===== src/rtl/core/waqm_pkg.sv =====
// Shared types and constants for the wait and active queue manager.
// Used by waqm_ctrl, waqm_dp and the top level.
`default_nettype none

package waqm_pkg;

  localparam int CAPACITY_DEF = 16;
  localparam int KEY_BITS_DEF = 16;

  localparam int OP_W    = 3;
  localparam int KEY_W   = 16;
  localparam int YEARS_W = 8;
  localparam int ST_W    = 3;

  typedef enum logic [OP_W-1:0] {
    OP_ARRIVE = 3'd0,
    OP_ENTER  = 3'd1,
    OP_LEAVE  = 3'd2,
    OP_REMOVE = 3'd3,
    OP_SHOW   = 3'd4
  } op_t;

  typedef enum logic [ST_W-1:0] {
    ST_OK         = 3'd0,
    ST_WAIT_EMPTY = 3'd1,
    ST_ACT_EMPTY  = 3'd2,
    ST_NOT_FOUND  = 3'd3,
    ST_FULL       = 3'd4,
    ST_LISTED     = 3'd5,
    ST_NOTHING    = 3'd6
  } status_t;

  // kind of result the datapath loads into the output register
  typedef enum logic [3:0] {
    EMIT_NONE,
    EMIT_ARRIVE_OK,
    EMIT_FULL,
    EMIT_EMPTY_W,
    EMIT_EMPTY_A,
    EMIT_MOVED,
    EMIT_REMOVE,
    EMIT_LISTED,
    EMIT_NOTHING
  } emit_t;

  typedef enum logic [3:0] {
    S_IDLE,
    S_EXEC,
    S_MOVE,
    S_SRCH_RD,
    S_SRCH_CMP,
    S_SHIFT_RD,
    S_SHIFT_WR,
    S_SHOW_RD,
    S_SHOW_OUT
  } state_t;

  typedef struct packed {
    logic  load;       // latch the input item, select the list for the op (active for leave, else waiting)
    logic  rd_head;    // read head of selected list
    logic  arrive_wr;  // append latched entry to waiting list
    logic  move_wr;    // pop selected head, append read word to other list
    logic  sel_load_a; // switch to active list, reload remaining count
    logic  rd_rem;     // read selected list at remaining-1
    logic  rem_dec;
    logic  hit;        // record match position and hit flag
    logic  rd_shift;   // read selected list at pos+1
    logic  wr_shift;   // write read word at pos, advance pos
    logic  cnt_dec;    // shrink selected list
    emit_t emit;
  } cmd_t;

  typedef struct packed {
    logic [OP_W-1:0] op;
    logic            full;
    logic            rem_zero;
    logic            match;
    logic            shift_more;
    logic            both_empty;
    logic            sel;
  } sts_t;

endpackage

`default_nettype wire


===== src/rtl/core/waqm_ram.sv =====
// Generic single-write, single-read RAM with registered read data.
// No dependencies.
`default_nettype none

module waqm_ram #(
  parameter int WIDTH = 24,
  parameter int DEPTH = 16,
  localparam int AW = (DEPTH > 1) ? $clog2(DEPTH) : 1
) (
  input  wire logic             clk,
  input  wire logic             we,
  input  wire logic [AW-1:0]    waddr,
  input  wire logic [WIDTH-1:0] wdata,
  input  wire logic             re,
  input  wire logic [AW-1:0]    raddr,
  output logic      [WIDTH-1:0] rdata
);

  logic [WIDTH-1:0] mem [DEPTH];

  always_ff @(posedge clk) begin
    if (we) begin
      mem[waddr] <= wdata;
    end
    if (re) begin
      rdata <= mem[raddr];
    end
  end

endmodule

`default_nettype wire


===== src/rtl/core/waqm_ctrl.sv =====
// Controller state machine for the wait and active queue manager.
// Depends on waqm_pkg; drives the datapath through cmd_t, reads sts_t.
`default_nettype none

module waqm_ctrl (
  input  wire logic            clk,
  input  wire logic            rst_n,
  input  wire logic            start,
  output logic                 busy,
  input  wire waqm_pkg::sts_t  sts,
  output waqm_pkg::cmd_t       cmd
);
  import waqm_pkg::*;

  state_t state_r, state_nxt;

  always_ff @(posedge clk) begin
    if (!rst_n) begin
      state_r <= S_IDLE;
    end else begin
      state_r <= state_nxt;
    end
  end

  always_comb begin
    state_nxt = state_r;
    cmd       = '0;
    cmd.emit  = EMIT_NONE;
    busy      = (state_r != S_IDLE);
    case (state_r)
      S_IDLE: begin
        if (start) begin
          cmd.load  = 1'b1;
          state_nxt = S_EXEC;
        end
      end
      S_EXEC: begin
        state_nxt = S_IDLE;
        case (sts.op)
          OP_ARRIVE: begin
            if (sts.full) begin
              cmd.emit = EMIT_FULL;
            end else begin
              cmd.arrive_wr = 1'b1;
              cmd.emit      = EMIT_ARRIVE_OK;
            end
          end
          OP_ENTER: begin
            if (sts.rem_zero) begin
              cmd.emit = EMIT_EMPTY_W;
            end else begin
              cmd.rd_head = 1'b1;
              state_nxt   = S_MOVE;
            end
          end
          OP_LEAVE: begin
            if (sts.rem_zero) begin
              cmd.emit = EMIT_EMPTY_A;
            end else begin
              cmd.rd_head = 1'b1;
              state_nxt   = S_MOVE;
            end
          end
          OP_REMOVE: state_nxt = S_SRCH_RD;
          OP_SHOW:   state_nxt = S_SHOW_RD;
          default:   state_nxt = S_IDLE;
        endcase
      end
      S_MOVE: begin
        cmd.move_wr = 1'b1;
        cmd.emit    = EMIT_MOVED;
        state_nxt   = S_IDLE;
      end
      S_SRCH_RD: begin
        if (sts.rem_zero) begin
          if (!sts.sel) begin
            cmd.sel_load_a = 1'b1;
          end else begin
            cmd.emit  = EMIT_REMOVE;
            state_nxt = S_IDLE;
          end
        end else begin
          cmd.rd_rem = 1'b1;
          state_nxt  = S_SRCH_CMP;
        end
      end
      S_SRCH_CMP: begin
        if (sts.match) begin
          cmd.hit   = 1'b1;
          state_nxt = S_SHIFT_RD;
        end else begin
          cmd.rem_dec = 1'b1;
          state_nxt   = S_SRCH_RD;
        end
      end
      S_SHIFT_RD: begin
        if (sts.shift_more) begin
          cmd.rd_shift = 1'b1;
          state_nxt    = S_SHIFT_WR;
        end else begin
          cmd.cnt_dec = 1'b1;
          if (!sts.sel) begin
            cmd.sel_load_a = 1'b1;
            state_nxt      = S_SRCH_RD;
          end else begin
            cmd.emit  = EMIT_REMOVE;
            state_nxt = S_IDLE;
          end
        end
      end
      S_SHIFT_WR: begin
        cmd.wr_shift = 1'b1;
        state_nxt    = S_SHIFT_RD;
      end
      S_SHOW_RD: begin
        if (sts.rem_zero) begin
          if (!sts.sel) begin
            cmd.sel_load_a = 1'b1;
          end else begin
            if (sts.both_empty) begin
              cmd.emit = EMIT_NOTHING;
            end
            state_nxt = S_IDLE;
          end
        end else begin
          cmd.rd_rem = 1'b1;
          state_nxt  = S_SHOW_OUT;
        end
      end
      S_SHOW_OUT: begin
        cmd.emit    = EMIT_LISTED;
        cmd.rem_dec = 1'b1;
        state_nxt   = S_SHOW_RD;
      end
      default: state_nxt = S_IDLE;
    endcase
  end

endmodule

`default_nettype wire


===== src/rtl/core/waqm_dp.sv =====
// Datapath: two circular lists in RAM, heads, counts, search and shift
// pointers, and the result register. Depends on waqm_pkg and waqm_ram.
`default_nettype none

module waqm_dp #(
  parameter int CAPACITY = waqm_pkg::CAPACITY_DEF,
  parameter int KEY_BITS = waqm_pkg::KEY_BITS_DEF
) (
  input  wire logic                          clk,
  input  wire logic                          rst_n,
  input  wire logic [waqm_pkg::OP_W-1:0]     in_op,
  input  wire logic [waqm_pkg::KEY_W-1:0]    in_entry_key,
  input  wire logic [waqm_pkg::YEARS_W-1:0]  in_entry_years,
  input  wire waqm_pkg::cmd_t                cmd,
  output waqm_pkg::sts_t                     sts,
  output logic                               out_valid,
  output logic [waqm_pkg::ST_W-1:0]          out_status,
  output logic                               out_which_list,
  output logic [waqm_pkg::KEY_W-1:0]         out_shown_key,
  output logic [waqm_pkg::YEARS_W-1:0]       out_shown_years,
  output logic                               out_hit_waiting,
  output logic                               out_hit_active,
  output logic                               out_last_item
);
  import waqm_pkg::*;

  localparam int AW  = (CAPACITY > 1) ? $clog2(CAPACITY) : 1;
  localparam int CW  = $clog2(CAPACITY + 1);
  localparam int SKW = (KEY_BITS < KEY_W) ? KEY_BITS : KEY_W;
  localparam int DW  = SKW + YEARS_W;

  // base + offset around the ring; the sum stays below twice the depth
  function automatic logic [AW-1:0] wrap(input logic [AW-1:0] base,
                                         input logic [CW-1:0] off);
    logic [CW:0] s;
    s = (CW+1)'(base) + (CW+1)'(off);
    if (s >= (CW+1)'(CAPACITY)) begin
      s = s - (CW+1)'(CAPACITY);
    end
    return s[AW-1:0];
  endfunction

  logic [AW-1:0]      w_head_r, w_head_nxt, a_head_r, a_head_nxt;
  logic [CW-1:0]      w_cnt_r, w_cnt_nxt, a_cnt_r, a_cnt_nxt;
  logic [CW-1:0]      rem_r, rem_nxt, pos_r, pos_nxt;
  logic               sel_r, sel_nxt, hw_r, hw_nxt, ha_r, ha_nxt;
  logic [OP_W-1:0]    op_r, op_nxt;
  logic [SKW-1:0]     key_r, key_nxt;
  logic [YEARS_W-1:0] years_r, years_nxt;

  logic               out_valid_r, out_valid_nxt;
  logic [ST_W-1:0]    out_status_r, out_status_nxt;
  logic               out_which_r, out_which_nxt;
  logic [KEY_W-1:0]   out_key_r, out_key_nxt;
  logic [YEARS_W-1:0] out_years_r, out_years_nxt;
  logic               out_hw_r, out_hw_nxt, out_ha_r, out_ha_nxt;
  logic               out_last_r, out_last_nxt;

  logic [AW-1:0]      sel_head, rd_addr;
  logic [CW-1:0]      sel_cnt, rem_m1, pos_p1, rd_off;
  logic               rd_en;
  logic [DW-1:0]      w_rdata, a_rdata, rd_word;
  logic [SKW-1:0]     rd_key;
  logic [YEARS_W-1:0] rd_years;
  logic               w_we, a_we;
  logic [AW-1:0]      w_waddr, a_waddr;
  logic [DW-1:0]      w_wdata;
  logic               show_last;

  assign sel_head = sel_r ? a_head_r : w_head_r;
  assign sel_cnt  = sel_r ? a_cnt_r : w_cnt_r;
  assign rem_m1   = rem_r - CW'(1);
  assign pos_p1   = pos_r + CW'(1);

  always_comb begin
    rd_off = '0;
    if (cmd.rd_rem) begin
      rd_off = rem_m1;
    end else if (cmd.rd_shift) begin
      rd_off = pos_p1;
    end
  end

  assign rd_addr  = wrap(sel_head, rd_off);
  assign rd_en    = cmd.rd_head | cmd.rd_rem | cmd.rd_shift;
  assign rd_word  = sel_r ? a_rdata : w_rdata;
  assign rd_key   = rd_word[DW-1:YEARS_W];
  assign rd_years = rd_word[YEARS_W-1:0];

  // waiting list takes arrivals, leaves (active -> waiting) and its own shifts
  assign w_we    = cmd.arrive_wr | (cmd.move_wr & sel_r) | (cmd.wr_shift & ~sel_r);
  assign w_waddr = cmd.wr_shift ? wrap(w_head_r, pos_r) : wrap(w_head_r, w_cnt_r);
  assign w_wdata = cmd.arrive_wr ? {key_r, years_r} : rd_word;
  assign a_we    = (cmd.move_wr & ~sel_r) | (cmd.wr_shift & sel_r);
  assign a_waddr = cmd.wr_shift ? wrap(a_head_r, pos_r) : wrap(a_head_r, a_cnt_r);

  waqm_ram #(.WIDTH(DW), .DEPTH(CAPACITY)) u_wait_ram (
    .clk   (clk),
    .we    (w_we),
    .waddr (w_waddr),
    .wdata (w_wdata),
    .re    (rd_en),
    .raddr (rd_addr),
    .rdata (w_rdata)
  );

  waqm_ram #(.WIDTH(DW), .DEPTH(CAPACITY)) u_act_ram (
    .clk   (clk),
    .we    (a_we),
    .waddr (a_waddr),
    .wdata (rd_word),
    .re    (rd_en),
    .raddr (rd_addr),
    .rdata (a_rdata)
  );

  assign show_last = (rem_r == CW'(1)) && (sel_r || (a_cnt_r == '0));

  always_comb begin
    sts.op         = op_r;
    sts.full       = ((CW+1)'(w_cnt_r) + (CW+1)'(a_cnt_r)) >= (CW+1)'(CAPACITY);
    sts.rem_zero   = (rem_r == '0);
    sts.match      = (rd_key == key_r);
    sts.shift_more = (pos_p1 < sel_cnt);
    sts.both_empty = (w_cnt_r == '0) && (a_cnt_r == '0);
    sts.sel        = sel_r;
  end

  always_comb begin
    w_head_nxt = w_head_r;
    a_head_nxt = a_head_r;
    w_cnt_nxt  = w_cnt_r;
    a_cnt_nxt  = a_cnt_r;
    rem_nxt    = rem_r;
    pos_nxt    = pos_r;
    sel_nxt    = sel_r;
    hw_nxt     = hw_r;
    ha_nxt     = ha_r;
    op_nxt     = op_r;
    key_nxt    = key_r;
    years_nxt  = years_r;

    if (cmd.load) begin
      op_nxt    = in_op;
      key_nxt   = in_entry_key[SKW-1:0];
      years_nxt = in_entry_years;
      sel_nxt   = (in_op == OP_LEAVE);
      rem_nxt   = (in_op == OP_LEAVE) ? a_cnt_r : w_cnt_r;
      hw_nxt    = 1'b0;
      ha_nxt    = 1'b0;
    end
    if (cmd.arrive_wr) begin
      w_cnt_nxt = w_cnt_r + CW'(1);
    end
    if (cmd.move_wr) begin
      if (!sel_r) begin
        w_head_nxt = wrap(w_head_r, CW'(1));
        w_cnt_nxt  = w_cnt_r - CW'(1);
        a_cnt_nxt  = a_cnt_r + CW'(1);
      end else begin
        a_head_nxt = wrap(a_head_r, CW'(1));
        a_cnt_nxt  = a_cnt_r - CW'(1);
        w_cnt_nxt  = w_cnt_r + CW'(1);
      end
    end
    if (cmd.sel_load_a) begin
      sel_nxt = 1'b1;
      rem_nxt = a_cnt_r;
    end
    if (cmd.rem_dec) begin
      rem_nxt = rem_m1;
    end
    if (cmd.hit) begin
      pos_nxt = rem_m1;
      if (sel_r) begin
        ha_nxt = 1'b1;
      end else begin
        hw_nxt = 1'b1;
      end
    end
    if (cmd.wr_shift) begin
      pos_nxt = pos_p1;
    end
    if (cmd.cnt_dec) begin
      if (sel_r) begin
        a_cnt_nxt = a_cnt_r - CW'(1);
      end else begin
        w_cnt_nxt = w_cnt_r - CW'(1);
      end
    end
  end

  always_comb begin
    out_valid_nxt  = (cmd.emit != EMIT_NONE);
    out_status_nxt = ST_OK;
    out_which_nxt  = 1'b0;
    out_key_nxt    = '0;
    out_years_nxt  = '0;
    out_hw_nxt     = 1'b0;
    out_ha_nxt     = 1'b0;
    out_last_nxt   = 1'b1;
    case (cmd.emit)
      EMIT_ARRIVE_OK: begin
        out_key_nxt   = KEY_W'(key_r);
        out_years_nxt = years_r;
      end
      EMIT_FULL: begin
        out_status_nxt = ST_FULL;
        out_key_nxt    = KEY_W'(key_r);
        out_years_nxt  = years_r;
      end
      EMIT_EMPTY_W: out_status_nxt = ST_WAIT_EMPTY;
      EMIT_EMPTY_A: out_status_nxt = ST_ACT_EMPTY;
      EMIT_MOVED: begin
        out_key_nxt   = KEY_W'(rd_key);
        out_years_nxt = rd_years;
      end
      EMIT_REMOVE: begin
        out_status_nxt = (hw_r || ha_r) ? ST_OK : ST_NOT_FOUND;
        out_key_nxt    = KEY_W'(key_r);
        out_hw_nxt     = hw_r;
        out_ha_nxt     = ha_r;
      end
      EMIT_LISTED: begin
        out_status_nxt = ST_LISTED;
        out_which_nxt  = sel_r;
        out_key_nxt    = KEY_W'(rd_key);
        out_years_nxt  = rd_years;
        out_last_nxt   = show_last;
      end
      EMIT_NOTHING: out_status_nxt = ST_NOTHING;
      default: out_last_nxt = 1'b0;
    endcase
  end

  always_ff @(posedge clk) begin
    if (!rst_n) begin
      w_head_r    <= '0;
      a_head_r    <= '0;
      w_cnt_r     <= '0;
      a_cnt_r     <= '0;
      rem_r       <= '0;
      pos_r       <= '0;
      sel_r       <= 1'b0;
      hw_r        <= 1'b0;
      ha_r        <= 1'b0;
      op_r        <= '0;
      out_valid_r <= 1'b0;
    end else begin
      w_head_r    <= w_head_nxt;
      a_head_r    <= a_head_nxt;
      w_cnt_r     <= w_cnt_nxt;
      a_cnt_r     <= a_cnt_nxt;
      rem_r       <= rem_nxt;
      pos_r       <= pos_nxt;
      sel_r       <= sel_nxt;
      hw_r        <= hw_nxt;
      ha_r        <= ha_nxt;
      op_r        <= op_nxt;
      out_valid_r <= out_valid_nxt;
    end
  end

  always_ff @(posedge clk) begin
    key_r        <= key_nxt;
    years_r      <= years_nxt;
    out_status_r <= out_status_nxt;
    out_which_r  <= out_which_nxt;
    out_key_r    <= out_key_nxt;
    out_years_r  <= out_years_nxt;
    out_hw_r     <= out_hw_nxt;
    out_ha_r     <= out_ha_nxt;
    out_last_r   <= out_last_nxt;
  end

  assign out_valid       = out_valid_r;
  assign out_status      = out_status_r;
  assign out_which_list  = out_which_r;
  assign out_shown_key   = out_key_r;
  assign out_shown_years = out_years_r;
  assign out_hit_waiting = out_hw_r;
  assign out_hit_active  = out_ha_r;
  assign out_last_item   = out_last_r;

endmodule

`default_nettype wire


===== src/rtl/core/wait_and_active_queue_manager.sv =====
// Top level of the wait and active queue manager.
// Depends on waqm_pkg, waqm_ctrl and waqm_dp.
//
// Usage:
//  - Command channel: an item (in_op, in_entry_key, in_entry_years) is taken
//    at a clock edge where start is high and busy is low. One item at a time.
//  - Result channel: each result shows for one cycle with out_valid high;
//    out_last_item marks the final result of an item. The receiver cannot
//    stall, so results never wait.
//  - Arrive and failed enter/leave: the result register is loaded from the
//    execute state. Enter/leave that moves an entry adds a move state.
//  - Remove: each searched entry takes a read and a compare state, and the
//    shift of each newer entry a read and a write state, set by the one
//    registered RAM read port per list.
//  - Show: each listed entry takes a read state and an output state.
//  - Lists are rings in RAM with a head pointer, so enter and leave never
//    shift. Unknown op codes are dropped in the execute state, no result.
//  - Reset (rst_n low, synchronous) empties both lists; RAM contents are
//    not cleared, only entries below a count are ever read.
`default_nettype none

module wait_and_active_queue_manager #(
  parameter int CAPACITY = waqm_pkg::CAPACITY_DEF,
  parameter int KEY_BITS = waqm_pkg::KEY_BITS_DEF
) (
  input  wire logic                          clk,
  input  wire logic                          rst_n,
  input  wire logic                          start,
  output logic                               busy,
  input  wire logic [waqm_pkg::OP_W-1:0]     in_op,
  input  wire logic [waqm_pkg::KEY_W-1:0]    in_entry_key,
  input  wire logic [waqm_pkg::YEARS_W-1:0]  in_entry_years,
  output logic                               out_valid,
  output logic [waqm_pkg::ST_W-1:0]          out_status,
  output logic                               out_which_list,
  output logic [waqm_pkg::KEY_W-1:0]         out_shown_key,
  output logic [waqm_pkg::YEARS_W-1:0]       out_shown_years,
  output logic                               out_hit_waiting,
  output logic                               out_hit_active,
  output logic                               out_last_item
);
  import waqm_pkg::*;

  cmd_t cmd;
  sts_t sts;

  waqm_ctrl u_ctrl (
    .clk   (clk),
    .rst_n (rst_n),
    .start (start),
    .busy  (busy),
    .sts   (sts),
    .cmd   (cmd)
  );

  waqm_dp #(.CAPACITY(CAPACITY), .KEY_BITS(KEY_BITS)) u_dp (
    .clk             (clk),
    .rst_n           (rst_n),
    .in_op           (in_op),
    .in_entry_key    (in_entry_key),
    .in_entry_years  (in_entry_years),
    .cmd             (cmd),
    .sts             (sts),
    .out_valid       (out_valid),
    .out_status      (out_status),
    .out_which_list  (out_which_list),
    .out_shown_key   (out_shown_key),
    .out_shown_years (out_shown_years),
    .out_hit_waiting (out_hit_waiting),
    .out_hit_active  (out_hit_active),
    .out_last_item   (out_last_item)
  );

endmodule

`default_nettype wire

===== config.mk =====
export PLATFORM = sky130hd
export DESIGN_NAME = wait_and_active_queue_manager
export DESIGN_NICKNAME = d
export VERILOG_FILES = /design/src/rtl/core/waqm_pkg.sv /design/src/rtl/core/waqm_ram.sv /design/src/rtl/core/waqm_ctrl.sv /design/src/rtl/core/waqm_dp.sv /design/src/rtl/core/wait_and_active_queue_manager.sv
export SDC_FILE = /design/constraint.sdc
export NUM_CORES = 1
export LEC_CHECK = 0
export BUFFER_PORTS_ARGS = -buffer_cell sky130_fd_sc_hd__buf_2
export CAP_MARGIN = 10
export CORE_MARGIN = 3
export CORE_UTILIZATION = 65
export CTS_CLUSTER_SIZE = 14
export DETAILED_ROUTE_END_ITERATION = 10
export PLACE_DENSITY = 0.82
export SETUP_SLACK_MARGIN = 0.3
export SLEW_MARGIN = 0
export SYNTH_ARGS = -nofsm -noshare
export SYNTH_HDL_FRONTEND = slang
export SYNTH_SLANG_ARGS = --single-unit

===== constraint.sdc =====
create_clock -name clk -period 8 [get_ports clk]
set_input_delay 1.2 -clock clk [delete_from_list [all_inputs] [get_ports clk]]
set_output_delay 1.2 -clock clk [all_outputs]
set_load 0.02 [all_outputs]

### After elaboration in Yosys (flattened, before gate mapping)

Memories as Yosys holds them, arrays and structs flattened. A register that Yosys moved wholly into a read port is not among the register bits.
Index checks and enable logic that the tools add are counted.

* logic and storage cells: 198
* latch bits: 0
* memories: 2
* memory bits (read-only): 0
* bits in writable memories: 768
* input port bits: 30
* flip-flop bits (word level): 94

Memories
* u_dp.u_act_ram.mem: words 16, width 24, rd ports 1, clocked after Yosys merged registers in 1, write ports 1, line waqm_ram.sv:19 `logic [WIDTH-1:0] mem [DEPTH];`
* u_dp.u_wait_ram.mem: words 16, width 24, rd ports 1, clocked after Yosys merged registers in 1, write ports 1, line waqm_ram.sv:19

* divide/modulo/power cells: 0
* $lt $le $gt $ge: 9
* equal/unequal tests: 24
* reductions and logical operators: 22
* $mul: 0
* bitwise operators: 10
* add/sub/neg operators: 21
* multiplexer cells: 89
* shifts and indexed selects: 0

Operator list (count)
* 5-bit 2-to-1 mux: 19
* 4-bit 2-to-1 mux: 18
* 24-bit 2-to-1 mux: 2
* 6-bit by 5-bit greater-or-equal comparator with 1-bit output (second input constant): 6
* 4-bit by 3-bit == test with 1-bit output (second input constant): 8
* 16-bit one-hot mux with 2 select lines: 1
* 4-bit one-hot mux with 8 select lines: 1
* 4-bit by 5-bit adder with 6-bit output: 5
* 1-bit 2-to-1 mux: 30
* 4-bit by 1-bit subtractor with 4-bit output (second input constant): 7
* 4-bit one-hot mux with 3 select lines: 2
* 4-bit one-hot mux with 6 select lines: 1
* 3-bit one-hot mux with 6 select lines: 1
* 16-bit == test: 1
* 4-bit by 2-bit == test with 1-bit output (second input constant): 4
* 8-bit one-hot mux with 2 select lines: 1
* 5-bit by 1-bit adder with 5-bit output (second input constant): 3
* 5-bit logical NOT: 3
* 5-bit by 1-bit subtractor with 5-bit output (second input constant): 3
* 2-bit 2-to-1 mux: 6
* 3-bit 2-to-1 mux: 4
* 4-bit by 1-bit adder with 5-bit output (second input constant): 2
* 5-bit greater-or-equal comparator (second input constant): 2
* 3-bit by 2-bit == test with 1-bit output (second input constant): 3
* 23 further kinds: 42

### Logic depth before layout (Yosys ltp)

* word-level depth: 9
* gate-level depth with buffers: 21
* gate-level depth less buffers: 16

### Cells and area by module

From an unflattened synthesis, not the netlist that was laid out.

* cells, all modules: 1875
* area total of the unflattened synthesis: 36167.2 µm²

Modules (own cells, without submodules)
* waqm_ram: cells each 636, times used 2, area an instance 15170.8 µm², seq. area each 12251.8 µm²
* waqm_dp: cells each 520, times used 1, area an instance 5241.3 µm², seq. area each 2042.0 µm²
* waqm_ctrl: cells each 83, times used 1, area an instance 584.3 µm², seq. area each 80.1 µm²

### Worst setup path before layout

OpenSTA, ideal clock, no wires.

* path type: reg-to-reg
* from: register u_dp.sel_r
* to: register u_dp.u_act_ram.rdata[0], read port of u_dp.u_act_ram.mem (data pin)
* arrival time: 5.075 ns
* period minus slack after synthesis: 5.347 ns
* path buffers: 7
* data required time: 7.728 ns
* library setup time: 0.272 ns
* setup slack: 2.653 ns
* cell stages (with the launch flop): 19
* cells stage by stage: dfxtp_1 > buf_6 > buf_8 > buf_2 > buf_1 > buf_1 > mux2i_1 > ha_1 > a21oi_1 > nand4_4 > or2_1 > o22ai_1 > ha_1 > inv_1 > fa_1 > clkbuf_1 > clkbuf_1 > mux4_2 > mux4_2

* longest elaborated chain between the ends: 9

Ends and longest elaborated chain
* start, declared: line waqm_dp.sv:46 `logic sel_r, sel_nxt, hw_r, hw_nxt, ha_r, ha_nxt;`
* start signal, assigned: line waqm_dp.sv:256 `sel_r <= sel_nxt;`
* 5-bit 2-to-1 mux: line waqm_dp.sv:71 `assign sel_cnt = sel_r ? a_cnt_r : w_cnt_r;`
* 5-bit less-than comparator: line waqm_dp.sv:124 `sts.shift_more = (pos_p1 < sel_cnt);`
* 1-bit 2-to-1 mux: line waqm_ctrl.sv:97 `if (sts.shift_more) begin`
* 1-bit 2-to-1 mux: line waqm_ctrl.sv:30 `case (state_r)`
* 5-bit 2-to-1 mux: line waqm_dp.sv:79 `end else if (cmd.rd_shift) begin`
* 5-bit 2-to-1 mux: line waqm_dp.sv:77 `if (cmd.rd_rem) begin`
* 4-bit by 5-bit adder with 6-bit output: line waqm_dp.sv:36 `s = (CW+1)'(base) + (CW+1)'(off);`
* 6-bit by 5-bit greater-or-equal comparator with 1-bit output or 4-bit by 1-bit subtractor with 4-bit output (tied branches): line waqm_dp.sv:37, waqm_dp.sv:38
* 4-bit 2-to-1 mux: line waqm_dp.sv:37 `if (s >= (CW+1)'(CAPACITY)) begin`
* end, declared: line waqm_ram.sv:16 `output logic [WIDTH-1:0] rdata`

Several ways; a longest one is shown, not always the timed one.
A chain may end at the register's enable or synchronous reset.

### Worst setup path after layout

* from: register u_dp.pos_r[0]
* to: register u_dp.u_wait_ram.rdata[23], read port of u_dp.u_wait_ram.mem (data pin)

* longest elaborated chain between the ends: 9

Ends and longest elaborated chain
* start, declared: line waqm_dp.sv:45 `logic [CW-1:0] rem_r, rem_nxt, pos_r, pos_nxt;`
* start signal, assigned: line waqm_dp.sv:255 `pos_r <= pos_nxt;`
* 5-bit by 1-bit adder with 5-bit output *: line waqm_dp.sv:73 `assign pos_p1 = pos_r + CW'(1);`
* 5-bit less-than comparator: line waqm_dp.sv:124
* 1-bit 2-to-1 mux: line waqm_ctrl.sv:97
* 1-bit 2-to-1 mux: line waqm_ctrl.sv:30
* 5-bit 2-to-1 mux: line waqm_dp.sv:79
* 5-bit 2-to-1 mux: line waqm_dp.sv:77
* 4-bit by 5-bit adder with 6-bit output: line waqm_dp.sv:36
* 6-bit by 5-bit greater-or-equal comparator with 1-bit output or 4-bit by 1-bit subtractor with 4-bit output (tied branches): line waqm_dp.sv:37, waqm_dp.sv:38
* 4-bit 2-to-1 mux: line waqm_dp.sv:37
* end, declared: line waqm_ram.sv:16

Every way passes the cells marked *; elsewhere a longest branch is shown, timed or not.

==> metrics.txt <==
power density over cell area=between 200 and 250 nW/um^2; largest net degree at the start of global routing=101; Synth Area per Inst=between 20 and 25 um^2; drt total wl=a little under 100 mm; fmax=around 180 MHz; die width=241 um; Comb power frac=~4.4%; clock network power share=a little over two fifths; worst min path class=register to register; nets=1963; DR WL/cell=between 30 and 40 um; GPL Wtd Cong=around 0.9; vias=about 20000; outcome=completed; setup ws final=2.47 ns; Setup Fix Bufs, Post-CTS=0; Leak=approximately 13 nW; asr flop ratio synth=0%; via density per instance=just over 7; maximum vdd ir drop=approximately 0.00027 V; setup_tns=0 ns; GRT overflow=0; Post-synth top flop=edfxtp_1; Final Max Slew Viols=0; Residual DRC=0; ANT nets after route=0; Top Ports=63; crit path cell chain=ha_1, nand3_1, xnor2_1, ha_1, a21oi_1, nand4_4, or2_1, o22ai_1, ha_4, inv_1, fa_4, buf_12, mux4_2, mux4_2; clock slew seen by the registers of the worst setup and hold paths=roughly 0.070 ns; ranking of synthesized cells by area=edfxtp_1 70%, mux4_2 15%, dfxtp_1 3.9%; Final period util=69.2%; Psw=about 0.0022 W; Max Root-Sink Buffers=3; Worst Clk Skew=roughly 0.037 ns; hold_ws=a little under 0.5 ns; EDFF count, synth=840; CP top delay family=adder cells; Syn Nets=between 1500 and 2000; Tmin final=5.53 ns; Yosys top cell by area=edfxtp_1; final setup violation count=0; TritonCTS clock tree=done; clock sinks=approximately 900; slowest cell delay on critical path=roughly 1.1 ns; DIE AREA=around 58000 um^2; DRT Pass-1 Iters=5; most common cell in the synthesized netlist=edfxtp_1; Yosys top cell area share=70.1%; area grow syn2layout=12.1%; core area=roughly 54000 um^2; Internal=about 0.008 W; # fillers=about 2800; FF+latch count, synth=910; chip height=roughly 240 um; total global-route track usage=roughly 34%; Num CTS Buffers=87; CTS Hold Bufs=0; Seq pwr share=roughly 53%; layout cells sized above 1=around 27%; PortBufs=between 60 and 70; Post-Syn Instances=1790; utilization after layout=74.3%; Sw Ratio=between 20% and 30%; num rows=between 80 and 90; Worst setup SP type=register; Seq/Total Area, Yosys=around three quarters; global-route wire length before repair=139 mm; worst path buffer plus inverter count=2; Arrival @ worst endpoint=between 5 and 6 ns; worst-margin pin slew=approximately 1.3 ns; Final Hold Vio Count=0; Ys Warns=0; largest fanout on the critical path=100; H-Tree Depth=3; Placement Setup Slack=approximately 2.5 ns; MaxCap Viol Count=0; antenna violations before repair=2; initial detailed-routing violation count=~2900; RSZ-0062 raised after global routing=false; Yosys cell types=69; Worst Path Required=8.39 ns; CTS Root Cell=clkbuf_16; Final Non-Filler Cells=2719; Crit Path Class=register to register; Initial Utilization=between 60% and 70%; Slew HR=16.6%; Placed Cells=roughly 2600; clk_lat worst skew=~0.66 ns; CP max-delay cell=fa_4; number of global-route vias before repair=19500; crit path capture type=register; commonest cells in the netlist=840 x edfxtp_1, 240 x mux4_2, 96 x nor2_1, 72 x clkbuf_1, 70 x dfxtp_1; post_cts resized=0; DPL Wire Length=47.9 mm; synthesized cell area=about 36000 um^2
## registers in the layout, indices dropped and copies added, names as in the netlist, 5 cells and up
signal	count
u_dp.u_act_ram.mem	384
u_dp.u_wait_ram.rdata	24
u_dp.years_r	8
u_dp.w_cnt_r	5
u_dp.a_cnt_r	5
u_dp.out_shown_years	8
u_dp.u_act_ram.rdata	24
u_dp.u_wait_ram.mem	384
u_dp.key_r	16
u_dp.out_shown_key	16
u_dp.rem_r	5
u_dp.pos_r	5
## layout make-up
class	count	area, um^2	area share, %
antenna	3	7.51	0.0186
clock buffer	119	2410	5.97
clock inverter	43	522	1.29
inverter	48	180	0.446
multi-input combinational	745	8950	22.2
sequential	910	26600	66.0
tap	739	925	2.29
timing repair buffer	112	736	1.82
## cell usage in the layout, fill, tap and decap left out, types with 16 or more instances in the layout
master and instances:
edfxtp_1 840, mux4_2 240, clkbuf_16 89, dfxtp_1 69, nor2_1 64, buf_2 62
nand2_1 56, a21oi_1 49, inv_1 47, buf_4 46, nor2_2 30, xnor2_1 29
mux2i_1 28, ha_1 25, o2bb2ai_1 24, clkbuf_1 23, nand3_1 19, o21ai_0 17
xor2_1 16, clkinv_2 16
## layer usage
metal	vias to the layer above	track usage, %	wire [um]
li1	7526	-	-
met1	9998	46.0	33200
met2	1689	55.7	47800
met3	303	8.11	10800
met4	0	15.3	5030
met5	-	0	0
## logic make-up (layout without fill, tap and decap cells)
group                      count (synthesis)  in the layout  synth area share, %
DFF                                      910            910                 73.9
muxes                                    280            280                 16.3
and+or+nand+nor                          242            242                 3.24
AOI/OAI and AO/OA                        147            147                 2.74
buffers and inverters                    135            322                 1.57
xor gates and xnor gates                  47             47                 1.14
adders and majority gates                 29             29                 1.07
other                                      0              3                    0
## stage by stage
| step | power (W) | cell area, um^2 |
|---|---|---|
| after floorplan | 0.00568 | 36000 |
| after detailed placement | 0.00584 | 37400 |
| after global placement | 0.00581 | 37400 |
| after CTS | 0.0100 | 40300 |
| final | 0.0100 | 40400 |
| after global routing | 0.0102 | 40400 |
## power groups by stage
stage / registers, W / clock network [W] / logic, W
after floorplan: 0.00542 / 0 / 0.000262
after global placement: 0.00542 / 0 / 0.000394
after detailed placement: 0.00542 / 0 / 0.000413
after CTS: 0.00533 / 0.00427 / 0.000427
after global routing: 0.00533 / 0.00443 / 0.000470
final: 0.00533 / 0.00424 / 0.000440
## path summary, 6_finish.rpt
check	startpoint	to	slack [ns]	depth (start not counted)
max reg2reg	u_dp.pos_r[0]	u_dp.u_wait_ram.rdata[23]	2.47	14
min reg2reg	u_dp.hw_r	u_dp.out_hit_waiting	0.49	1
min	u_dp.hw_r	u_dp.out_hit_waiting	0.49	1
max	u_dp.pos_r[0]	u_dp.u_wait_ram.rdata[23]	2.47	14
No activity file was read; power rests on OpenSTA's default activity.
